**src/design/gfinv_pkg.sv**
```systemverilog
// Shared types and constants for the GF(2) polynomial inverse block.
package gfinv_pkg;

    // Default field degree and the modulus after reset (x^8+x^4+x^3+x+1)
    localparam int FIELD_DEGREE_DEF = 8;
    localparam int MODULUS_RESET    = 283;

    // Sequencer states
    typedef enum logic [0:0] {
        ST_IDLE,
        ST_RUN
    } t_state;

    // Operation of the shared shift-and-XOR unit in one cycle
    typedef enum logic [2:0] {
        STEP_HOLD,
        STEP_DONE,
        STEP_DEC_CUR,
        STEP_DEC_PREV,
        STEP_REDUCE,
        STEP_SWAP
    } t_step;

endpackage

```
**src/design/gf2_poly_inverse_ext_euclid.sv**
```systemverilog
// Top level: iterative extended Euclidean inverse of a binary polynomial.
//
// Usage:
//   Input channel  (i_in_valid / o_in_ready) moves one word: i_operand_poly.
//   Output channel (o_out_valid / i_out_ready) moves one word: o_inverse_poly,
//   o_operand_zero and o_gcd_not_one. The user writes the modulus through
//   i_cfg_wr_en / i_cfg_wr_data while the block is idle; it is not checked.
//   After a word is accepted, one shared shift-and-XOR unit runs one step per
//   cycle, unless it holds for a full output register: a degree decrement of
//   either remainder, one division step (r_prev ^= r_cur << shift, with the
//   same shift applied to the Bezout coefficients), or a swap of the pair.
//   A zero operand needs no step; the result enters the output register in
//   the cycle after the unit finishes. One item is in work at a time;
//   o_in_ready is high only while the unit is idle.
//   The finished result sits in an output register; a new word may be taken
//   while it waits. If the receiver stalls, the next result holds in the
//   unit until the output register frees up.
//   Reset (i_rst_n low, synchronous) empties the unit and the output register
//   and loads the modulus x^8+x^4+x^3+x+1, cut to FIELD_DEGREE+1 bits.
module gf2_poly_inverse_ext_euclid #(
    parameter int FIELD_DEGREE = gfinv_pkg::FIELD_DEGREE_DEF
) (
    input  logic                    i_clk,
    input  logic                    i_rst_n,
    // configuration
    input  logic                    i_cfg_wr_en,
    input  logic [FIELD_DEGREE:0]   i_cfg_wr_data,
    // input channel
    input  logic                    i_in_valid,
    output logic                    o_in_ready,
    input  logic [FIELD_DEGREE-1:0] i_operand_poly,
    // output channel
    output logic                    o_out_valid,
    input  logic                    i_out_ready,
    output logic [FIELD_DEGREE-1:0] o_inverse_poly,
    output logic                    o_operand_zero,
    output logic                    o_gcd_not_one
);

    localparam int DW = $clog2(FIELD_DEGREE + 1);
    localparam logic [63:0] MOD_RST64 = 64'(gfinv_pkg::MODULUS_RESET);
    localparam logic [FIELD_DEGREE:0] MOD_RST = MOD_RST64[FIELD_DEGREE:0];
    localparam logic [DW-1:0] DEG_PREV_INIT = DW'(FIELD_DEGREE);
    localparam logic [DW-1:0] DEG_CUR_INIT  = DW'(FIELD_DEGREE - 1);

    // Registers
    gfinv_pkg::t_state        r_state, n_state;
    logic [FIELD_DEGREE:0]    r_modulus_poly;
    logic [FIELD_DEGREE:0]    r_rem_prev, n_rem_prev;
    logic [FIELD_DEGREE:0]    r_rem_cur, n_rem_cur;
    logic [DW-1:0]            r_deg_prev, n_deg_prev;
    logic [DW-1:0]            r_deg_cur, n_deg_cur;
    logic [FIELD_DEGREE-1:0]  r_coef_prev, n_coef_prev;
    logic [FIELD_DEGREE-1:0]  r_coef_cur, n_coef_cur;
    logic                     r_zero;
    logic                     r_out_valid;
    logic [FIELD_DEGREE-1:0]  r_out_inv;
    logic                     r_out_zero;
    logic                     r_out_gcd;

    gfinv_pkg::t_step         step;
    logic                     in_accept;
    logic                     out_free;
    logic [DW-1:0]            shift;

    assign in_accept = i_in_valid && o_in_ready;
    assign out_free  = !r_out_valid || i_out_ready;
    assign shift     = r_deg_prev - r_deg_cur;

    // Pick the operation of the shared unit for this cycle
    always_comb begin
        step = gfinv_pkg::STEP_HOLD;
        if (r_state == gfinv_pkg::ST_RUN) begin
            priority if (r_rem_cur == '0) begin
                step = out_free ? gfinv_pkg::STEP_DONE : gfinv_pkg::STEP_HOLD;
            end else if (!r_rem_cur[r_deg_cur]) begin
                step = gfinv_pkg::STEP_DEC_CUR;
            end else if (r_rem_prev == '0) begin
                step = gfinv_pkg::STEP_SWAP;
            end else if (!r_rem_prev[r_deg_prev]) begin
                step = gfinv_pkg::STEP_DEC_PREV;
            end else if (r_deg_prev >= r_deg_cur) begin
                step = gfinv_pkg::STEP_REDUCE;
            end else begin
                step = gfinv_pkg::STEP_SWAP;
            end
        end
    end

    // Next state
    always_comb begin
        n_state = r_state;
        unique case (r_state)
            gfinv_pkg::ST_IDLE: begin
                if (in_accept) begin
                    n_state = gfinv_pkg::ST_RUN;
                end
            end
            gfinv_pkg::ST_RUN: begin
                if (step == gfinv_pkg::STEP_DONE) begin
                    n_state = gfinv_pkg::ST_IDLE;
                end
            end
            default: n_state = gfinv_pkg::ST_IDLE;
        endcase
    end

    // Datapath update: load, decrement, reduce or swap
    always_comb begin
        n_rem_prev  = r_rem_prev;
        n_rem_cur   = r_rem_cur;
        n_deg_prev  = r_deg_prev;
        n_deg_cur   = r_deg_cur;
        n_coef_prev = r_coef_prev;
        n_coef_cur  = r_coef_cur;
        if (in_accept) begin
            n_rem_prev  = r_modulus_poly;
            n_rem_cur   = {1'b0, i_operand_poly};
            n_deg_prev  = DEG_PREV_INIT;
            n_deg_cur   = DEG_CUR_INIT;
            n_coef_prev = '0;
            n_coef_cur  = FIELD_DEGREE'(1);
        end else begin
            unique case (step)
                gfinv_pkg::STEP_DEC_CUR:  n_deg_cur  = r_deg_cur - 1'b1;
                gfinv_pkg::STEP_DEC_PREV: n_deg_prev = r_deg_prev - 1'b1;
                gfinv_pkg::STEP_REDUCE: begin
                    n_rem_prev  = r_rem_prev ^ (r_rem_cur << shift);
                    n_coef_prev = r_coef_prev ^ (r_coef_cur << shift);
                end
                gfinv_pkg::STEP_SWAP: begin
                    n_rem_prev  = r_rem_cur;
                    n_rem_cur   = r_rem_prev;
                    n_deg_prev  = r_deg_cur;
                    n_deg_cur   = r_deg_prev;
                    n_coef_prev = r_coef_cur;
                    n_coef_cur  = r_coef_prev;
                end
                gfinv_pkg::STEP_HOLD, gfinv_pkg::STEP_DONE: ;
                default: ;
            endcase
        end
    end

    // Control registers
    always_ff @(posedge i_clk) begin
        if (!i_rst_n) begin
            r_state        <= gfinv_pkg::ST_IDLE;
            r_modulus_poly <= MOD_RST;
            r_out_valid    <= 1'b0;
        end else begin
            r_state <= n_state;
            if (i_cfg_wr_en) begin
                r_modulus_poly <= i_cfg_wr_data;
            end
            if (step == gfinv_pkg::STEP_DONE) begin
                r_out_valid <= 1'b1;
            end else if (i_out_ready) begin
                r_out_valid <= 1'b0;
            end
        end
    end

    // Working registers and output word
    always_ff @(posedge i_clk) begin
        r_rem_prev  <= n_rem_prev;
        r_rem_cur   <= n_rem_cur;
        r_deg_prev  <= n_deg_prev;
        r_deg_cur   <= n_deg_cur;
        r_coef_prev <= n_coef_prev;
        r_coef_cur  <= n_coef_cur;
        if (in_accept) begin
            r_zero <= (i_operand_poly == '0);
        end
        if (step == gfinv_pkg::STEP_DONE) begin
            r_out_inv  <= r_zero ? FIELD_DEGREE'(1) : r_coef_prev;
            r_out_zero <= r_zero;
            r_out_gcd  <= (r_rem_prev != (FIELD_DEGREE + 1)'(1));
        end
    end

    assign o_in_ready     = (r_state == gfinv_pkg::ST_IDLE);
    assign o_out_valid    = r_out_valid;
    assign o_inverse_poly = r_out_inv;
    assign o_operand_zero = r_out_zero;
    assign o_gcd_not_one  = r_out_gcd;

    // Remainders carry no bits above their tracked degrees
    a_cur_deg: assert property (@(posedge i_clk) disable iff (!i_rst_n)
        (r_state == gfinv_pkg::ST_RUN) |-> (((r_rem_cur >> r_deg_cur) >> 1) == '0))
        else $error("r_rem_cur has bits above r_deg_cur");

    a_prev_deg: assert property (@(posedge i_clk) disable iff (!i_rst_n)
        (r_state == gfinv_pkg::ST_RUN) |-> (((r_rem_prev >> r_deg_prev) >> 1) == '0))
        else $error("r_rem_prev has bits above r_deg_prev");

    // A division step clears the leading term of the dividend
    a_reduce: assert property (@(posedge i_clk) disable iff (!i_rst_n)
        (step == gfinv_pkg::STEP_REDUCE) |=> !r_rem_prev[$past(r_deg_prev)])
        else $error("division step left leading term set");

    // A finished item lands in the output register
    a_done: assert property (@(posedge i_clk) disable iff (!i_rst_n)
        (step == gfinv_pkg::STEP_DONE) |=> (o_out_valid && o_in_ready))
        else $error("finished item not presented");

    // An accepted word starts the sequencer
    a_start: assert property (@(posedge i_clk) disable iff (!i_rst_n)
        in_accept |=> (r_state == gfinv_pkg::ST_RUN))
        else $error("accepted word did not start the unit");

endmodule
```
**config.mk**
```make
export PLATFORM = sky130hd
export DESIGN_NAME = gf2_poly_inverse_ext_euclid
export DESIGN_NICKNAME = d
export VERILOG_FILES = /design/src/design/gfinv_pkg.sv /design/src/design/gf2_poly_inverse_ext_euclid.sv
export SDC_FILE = /design/constraint.sdc
export NUM_CORES = 1
export LEC_CHECK = 0
export BUFFER_PORTS_ARGS = -buffer_cell sky130_fd_sc_hd__buf_4
export CAP_MARGIN = 20
export CORE_ASPECT_RATIO = 0.6
export CORE_MARGIN = 1.5
export CORE_UTILIZATION = 30
export DETAILED_ROUTE_END_ITERATION = 8
export SKIP_LAST_GASP = 1
export SYNTH_ARGS = -nofsm -noshare
export SYNTH_HDL_FRONTEND = slang
export SYNTH_SLANG_ARGS = --single-unit
```
**constraint.sdc**
```tcl
create_clock -name i_clk -period 3.9 [get_ports i_clk]
set_input_delay 0.78 -clock i_clk [delete_from_list [all_inputs] [get_ports i_clk]]
set_output_delay 0.78 -clock i_clk [all_outputs]
set_load 0.02 [all_outputs]
```
==> results of run 1 <==
==> layout make-up <==
cell class,instances,share of cell area
multi-input cells,328,0.469
flip-flops and latches,64,0.340
repair buffers,42,0.0687
clock buffers,13,0.0567
well taps,165,0.0450
inverters,14,0.0115
clock inverters,3,0.00927
==> worst max-delay path, delay by kind of cell, from the launching register on <==
kind,cells,cell delay [ns]
adder cells (fa/ha/maj),2,1.29
multiplexers,2,0.51
flip-flops,1,0.48
AO/OA/AOI/OAI,3,0.38
XOR/XNOR,1,0.18
AND/OR/NAND/NOR,1,0.16
buffers and inverters,1,0.05
==> stage by stage <==
stage	cell area [um2]	setup WS (ns)	hold slack [ns]	power (mW)
2_1_floorplan	3890	0.831	0.442	2.67
3_3_place_gp	4290	0.665	0.457	3.11
3_5_place_dp	4290	0.609	0.472	3.15
4_1_cts	4590	0.606	0.479	3.98
5_1_grt	4590	0.196	0.516	4.31
6_report	4590	0.571	0.478	4.01
==> where the power goes <==
group / switching [mW] / internal (mW)
sequential: 0.231 / 0.877
clock: 0.283 / 0.528
combinational: 1.22 / 0.874
==> per-layer routing <==
layer | wire length, um | vias to the layer above | global-route usage
met1 | 5310 | 1660 | 0.259
met4 | 115 | 0 | 0.0433
met2 | 4400 | 195 | 0.226
met5 | 0 | - | 0
li1 | - | 1649 | -
met3 | 1180 | 13 | 0.0523
==> synth_stat cells (all sizes together) (4+ instances only) <==
cell,instances,area (um2)
nand2,76,293
dfxtp,36,721
edfxtp,28,841
mux2i,27,270
o21ai,26,134
a21oi,23,115
nor2,20,75.1
nor2b,19,119
clkbuf,18,67.6
inv,14,52.6
nand3,13,70.1
buf,10,60.1
o22ai,10,62.6
nor3,9,45.0
a31oi,8,50.1
or4,7,56.3
xor2,7,61.3
a22oi,6,45.0
ha,6,75.1
mux4,6,135
or3,6,42.5
nand4,5,31.3
o211ai,5,37.5
a32oi,4,35.0
xnor2,4,35.0
==> worst max path at each step <==
| stage | startpoint | endpoint | slack (ns) | cells past startpoint |
|---|---|---|---|---|
| final | r_deg_cur[0] | r_rem_prev[8] | 0.57 | 10 |
| after global routing | r_deg_cur[0] | r_rem_prev[8] | 0.20 | 10 |
| after CTS | r_deg_cur[1] | r_rem_prev[8] | 0.61 | 9 |
| after detailed placement | r_deg_cur[1] | r_rem_prev[8] | 0.61 | 9 |
| after global placement | r_deg_cur[0] | r_rem_prev[8] | 0.67 | 8 |
| after floorplan | r_deg_cur[1] | r_rem_prev[5] | 0.83 | 12 |
==> registers in the layout (all words and copies together), names as in the netlist, 4 cells and up <==
signal	count
r_deg_prev	4
r_rem_cur	9
r_coef_cur	8
r_modulus_poly	9
r_rem_prev	9
o_inverse_poly	8
r_deg_cur	4
r_coef_prev	8
==> kinds of logic (layout without fill, tap and decap cells) <==
kind of cell	count (synthesis)	after routing
compound gates	104	104
flops	64	64
mux	36	36
xor+xnor	11	11
fa+ha+maj	7	7
buf+inv	42	72
simple gates	170	170
==> results by group, run 1 <==
Clock tree
  • CTS tree: yes
  • CTS Buffer Depth: 2
  • Num CTS Buffers: 9
  • CTS hold repair buffers: 0
  • CTS resizes: 0
  • TritonCTS Sinks: 64
  • CTS Root Cell: clkbuf_16
  • CTS H-tree lvls: 3
  • Post-CTS Setup Bufs: 0
  • Worst-skew pair later-pin latency: about 0.33 ns
  • Clk slew on worst S/H paths: 0.05 ns

Layout
  • Most frequent cells in the layout: 75 x nand2_1, 42 x buf_4, 36 x dfxtp_1
  • Final net count: between 400 and 500
  • Most common cell after layout, fill and taps aside: nand2_1
  • Multi-input gate area: 2150 um2
  • ANT cells: 0
  • Reg area: between 1500 and 2000 um2
  • Layout cells sized above 1: 0.164
  • Area grow syn2layout: 17.9%
  • Fillers: between 1000 and 1500
  • Final Non-Filler Cells: around 630
  • Post-layout util: 0.372

Outcome
  • Outcome: completed

Worst setup path
  • RR Endpoint: r_rem_prev[8]
  • R2R Setup Slk: 0.57 ns
  • CP max stage cell: fa_1
  • Slowest stage delay, CP: between 1 and 1.5 ns
  • CP Launch Type: flop
  • R2R cell count: 10
  • R2r startpoint: r_deg_cur[0]
  • Worst path arrival time: between 3 and 4 ns
  • Critical path's most frequent cell: mux2i_1
  • Crit path max fanout: 20
  • Cells along the critical path: ha_1 > inv_1 > fa_1 > mux2i_1 > mux2i_1 > nor2b_1 > a221oi_1 > a31oi_1 > xnor2_1 > o21ai_0
  • CP Capture Type: flop
  • CP required: roughly 4.0 ns
  • Setup CP Type: reg -> reg

Global routing
  • Pin count of the biggest net entering global routing: 27
  • Initial antenna violation count: 0
  • Vias in the first global route: 3288
  • Overflow left after global routing: 0
  • Gr usage total: 0.170
  • First-pass GRT wire length: roughly 18 mm

Worst hold path
  • Worst Min Path Start: r_modulus_poly[4]
  • Hold WC Path Type: reg -> reg
  • Hold depth: 2
  • Hold path endpoint: r_modulus_poly[4]

Floorplan
  • Die height: slightly above 90 um
  • Site Rows: 31
  • Io pins: 34
  • Core ar.: around 12000 um2
  • Starting Density: 0.315
  • Die area: 13700 um2
  • Die W: between 150 and 200 um

Yosys
  • Syn Area/Cell: 8.97 um2
  • Most used DFF post-synth: dfxtp_1
  • Complex-gate fraction of the synthesized area: 0.176
  • Post-synth EDFFs: 28
  • Post-Synthesis Cell Area: 3890 um2
  • Main combinational cell family by area after synthesis: simple AND/OR/NAND/NOR gates
  • Synth warn: 0
  • Syn_nets: between 400 and 500
  • Post-synthesis mux area share: 0.113
  • Distinct cells, synth: 62
  • Adder-Cell Fraction of Synth Area: 0.0244
  • Post-synthesis simple-gate area fraction: 0.214
  • Seq/Total Area, Yosys: 0.401
  • Synth Area in XOR/XNOR: 0.0248
  • Mapped Cells: 434
  • Yosys reg bits: 64
  • Asr flop ratio synth: 0

Place
  • DP Cell Count: 613
  • PortBufs: 33
  • DP HPWL: 8.18 mm
  • RD Place Congestion: 0.903

Pwr
  • LEAKAGE: roughly 1.8 nW
  • Power per cell area: between 800 and 900 nW/um2
  • Max IR drop VDD: roughly 410 uV

STA
  • Relative slew slack: 0.313
  • Worst-Margin Slew: around 1.0 ns
  • # setup viols final: 0
  • Slew Viols, Final: 0
  • Hold Vio Cnt, Final: 0
  • Fin crit period: between 3 and 4 ns
  • RSZ-0062 raised after global routing: no
  • Clock skew: between 0.007 and 0.008 ns
  • Tcrit/Tclk final: 0.854
  • Peak Freq: 0.300 GHz
  • Final TNS setup: 0 ns

Detailed routing
  • Total number of vias: 3517
  • Initial DRC Count: 402
  • Number of remaining DRC errors: 0
  • Per-cell routed wire length: 17.5 um
  • Vias per inst: roughly 5.6
  • WL final: 11.0 mm
  • Final ANT Viol Nets: 0
  • First drt pass iteration count: 5

Flow run
  • Max-cap violation count: 0
Note: power is estimated with default switching activity, not from simulation.
==> run 2, diff against run 1 <==
CORE_ASPECT_RATIO = not set   (was 0.6)
CORE_UTILIZATION = 60   (was 30)
PLACE_DENSITY = 0.8   (was not set)
==> results by group, run 2 (synthesis results as in run 1) <==
Worst setup path
  • Crit path max fanout: 10 (was 20)
  • Crit path from: r_deg_prev[0] (was r_deg_cur[0])
  • CP required: 3.98 ns (was 3.97 ns)
  • R2r startpoint: r_deg_prev[0] (was r_deg_cur[0])
  • RR Endpoint: o_inverse_poly[5] (was r_rem_prev[8])
  • CP Launch Type: flop (unchanged)
  • R2R Setup Slk: 0.64 ns (was 0.57 ns)
  • R2R cell count: 11 (was 10)
  • Setup CP Type: reg -> reg (unchanged)
  • CP Capture Type: flop (unchanged)
  • Worst path arrival time: 3.34 ns (was 3.39 ns)

Global routing
  • Gr usage total: 0.306 (was 0.170)
  • Overflow left after global routing: 0 (unchanged)
  • Initial antenna violation count: 0 (unchanged)
  • Vias in the first global route: 3419 (was 3288)
  • First-pass GRT wire length: 16.9 mm (was 17.6 mm)
  • Pin count of the biggest net entering global routing: 35 (was 27)

Layout
  • Final net count: 488 (unchanged)
  • ANT cells: 0 (unchanged)
  • Regs by FF count: r_modulus_poly x9, r_rem_cur x9, r_rem_prev x9 (unchanged)
  • Post-layout util: 0.694 (was 0.372)
  • Most frequent cells in the layout: 75 x nand2_1, 42 x buf_4, 36 x dfxtp_1 (unchanged)
  • Fillers: 496 (was 1266)
  • Most common cell after layout, fill and taps aside: nand2_1 (unchanged)
  • Layout cells sized above 1: 0.166 (was 0.164)
  • Area grow syn2layout: 12.6% (was 17.9%)
  • Final Non-Filler Cells: 540 (was 629)

STA
  • Fin crit period: 3.26 ns (was 3.33 ns)
  • Hold Vio Cnt, Final: 0 (unchanged)
  • Min Hold Slack: 0.475 ns (was 0.478 ns)
  • Relative slew slack: 0.314 (was 0.313)
  • Worst-Margin Slew: 1.03 ns (about the same)
  • Clock skew: 0.00977 ns (was 0.00701 ns)
  • RSZ-0062 raised after global routing: no (unchanged)
  • Tcrit/Tclk final: 0.835 (was 0.854)
  • Slew Viols, Final: 0 (unchanged)
  • Peak Freq: 0.307 GHz (was 0.300 GHz)
  • # setup viols final: 0 (unchanged)
  • Final TNS setup: 0 ns (unchanged)

Detailed routing
  • Vias per inst: 6.64 (was 5.59)
  • WL final: 10.1 mm (was 11.0 mm)
  • Final ANT Viol Nets: 0 (unchanged)
  • First drt pass iteration count: 5 (unchanged)
  • Number of remaining DRC errors: 0 (unchanged)
  • Total number of vias: 3584 (was 3517)
  • Per-cell routed wire length: 18.8 um (was 17.5 um)
  • Initial DRC Count: 350 (was 402)

Floorplan
  • Core ar.: 6310 um2 (was 12300 um2)
  • Die area: 6980 um2 (was 13700 um2)
  • Die height: 83.5 um (was 91.2 um)
  • Io pins: 34 (unchanged)
  • Starting Density: 0.616 (was 0.315)
  • Site Rows: 29 (was 31)
  • Die W: 83.5 um (was 150 um)

Clock tree
  • TritonCTS Sinks: 64 (unchanged)
  • CTS Root Cell: clkbuf_8 (was clkbuf_16)
  • CTS tree: yes (unchanged)
  • CTS resizes: 0 (unchanged)
  • CTS Buffer Depth: 2 (unchanged)
  • Num CTS Buffers: 9 (unchanged)
  • Post-CTS Setup Bufs: 0 (unchanged)
  • Worst-skew pair later-pin latency: 0.34 ns (was 0.33 ns)
  • CTS hold repair buffers: 0 (unchanged)
  • Clk slew on worst S/H paths: 0.07 ns (was 0.05 ns)
  • CTS H-tree lvls: 3 (unchanged)

Worst hold path
  • Hold WC Path Type: reg -> reg (unchanged)
  • Worst Min Path Start: r_coef_prev[6] (was r_modulus_poly[4])
  • Hold path endpoint: r_coef_cur[6] (was r_modulus_poly[4])
  • Hold depth: 2 (unchanged)

Pwr
  • Power per cell area: 872 nW/um2 (was 874 nW/um2)
  • Max IR drop VDD: 511 uV (was 410 uV)
  • LEAKAGE: 1.74 nW (was 1.78 nW)

Place
  • PortBufs: 33 (unchanged)
  • DP HPWL: 7.10 mm (was 8.18 mm)
  • DP Cell Count: 525 (was 613)
  • RD Place Congestion: 1.01 (was 0.903)

Outcome
  • Outcome: completed (unchanged)

Flow run
  • Max-cap violation count: 0 (unchanged)
run 2: cell types whose count changed in the layout (fill, tap and decap cells not counted), sizes merged:
cell | before | now
clkbuf | 13 | 9
clkinvlp | 1 | 0
inv | 14 | 15
bufinv | 1 | 2
clkinv | 1 | 3
run 2: how the worst max path moves through the flow:
stage / slack (ns) / end / cells past startpoint
floorplan: 0.83 / r_rem_prev[5] / 12
global placement: 0.88 / o_gcd_not_one / 11
detailed placement: 0.79 / o_gcd_not_one / 11
CTS: 0.73 / o_inverse_poly[5] / 11
global route: 0.35 / r_coef_prev[0] / 11
finish: 0.64 / o_inverse_poly[5] / 11
run 2: area by class of cell:
type | count | area [um2] | share of cell area
multi-input combinational | 328 | 2150 | 0.490
sequential | 64 | 1560 | 0.356
timing repair buffer | 42 | 315 | 0.0719
clock buffer | 9 | 124 | 0.0283
tap | 77 | 96.3 | 0.0220
clock inverter | 6 | 83.8 | 0.0191
inverter | 14 | 52.6 | 0.0120
run 2: metal layers:
metal,wire length (um),GRT usage,vias to the layer above
li1,-,-,1642
met1,4100,0.399,1673
met2,4790,0.494,230
met3,927,0.0593,39
met4,325,0.148,0
met5,0,0,-
run 2: power breakdown:
group | switching (mW) | leakage (nW) | internal (mW)
clock network | 0.264 | 0.109 | 0.355
logic | 1.21 | 1.08 | 0.887
registers | 0.227 | 0.555 | 0.875
run 2: metrics by stage:
| step | cell area, um2 | worst slack [ns] | power [mW] |
|---|---|---|---|
| 2_1_floorplan | 3890 | 0.831 | 2.67 |
| 3_3_place_gp | 4180 | 0.885 | 3.07 |
| 3_5_place_dp | 4180 | 0.787 | 3.13 |
| 4_1_cts | 4380 | 0.727 | 3.77 |
| 5_1_grt | 4380 | 0.353 | 4.11 |
| 6_report | 4380 | 0.643 | 3.82 |
run 2: worst max-delay path, stage by stage, from the launching register on:
cell      delay (ns)
dfxtp_1         0.51
inv_1           0.11
ha_1            0.24
inv_1           0.10
fa_1            0.31
a21oi_1         0.06
o21ai_0         0.36
nand2_1         0.13
o211ai_1        0.41
and2_1          0.47
nor2_1          0.10
buf_4           0.20
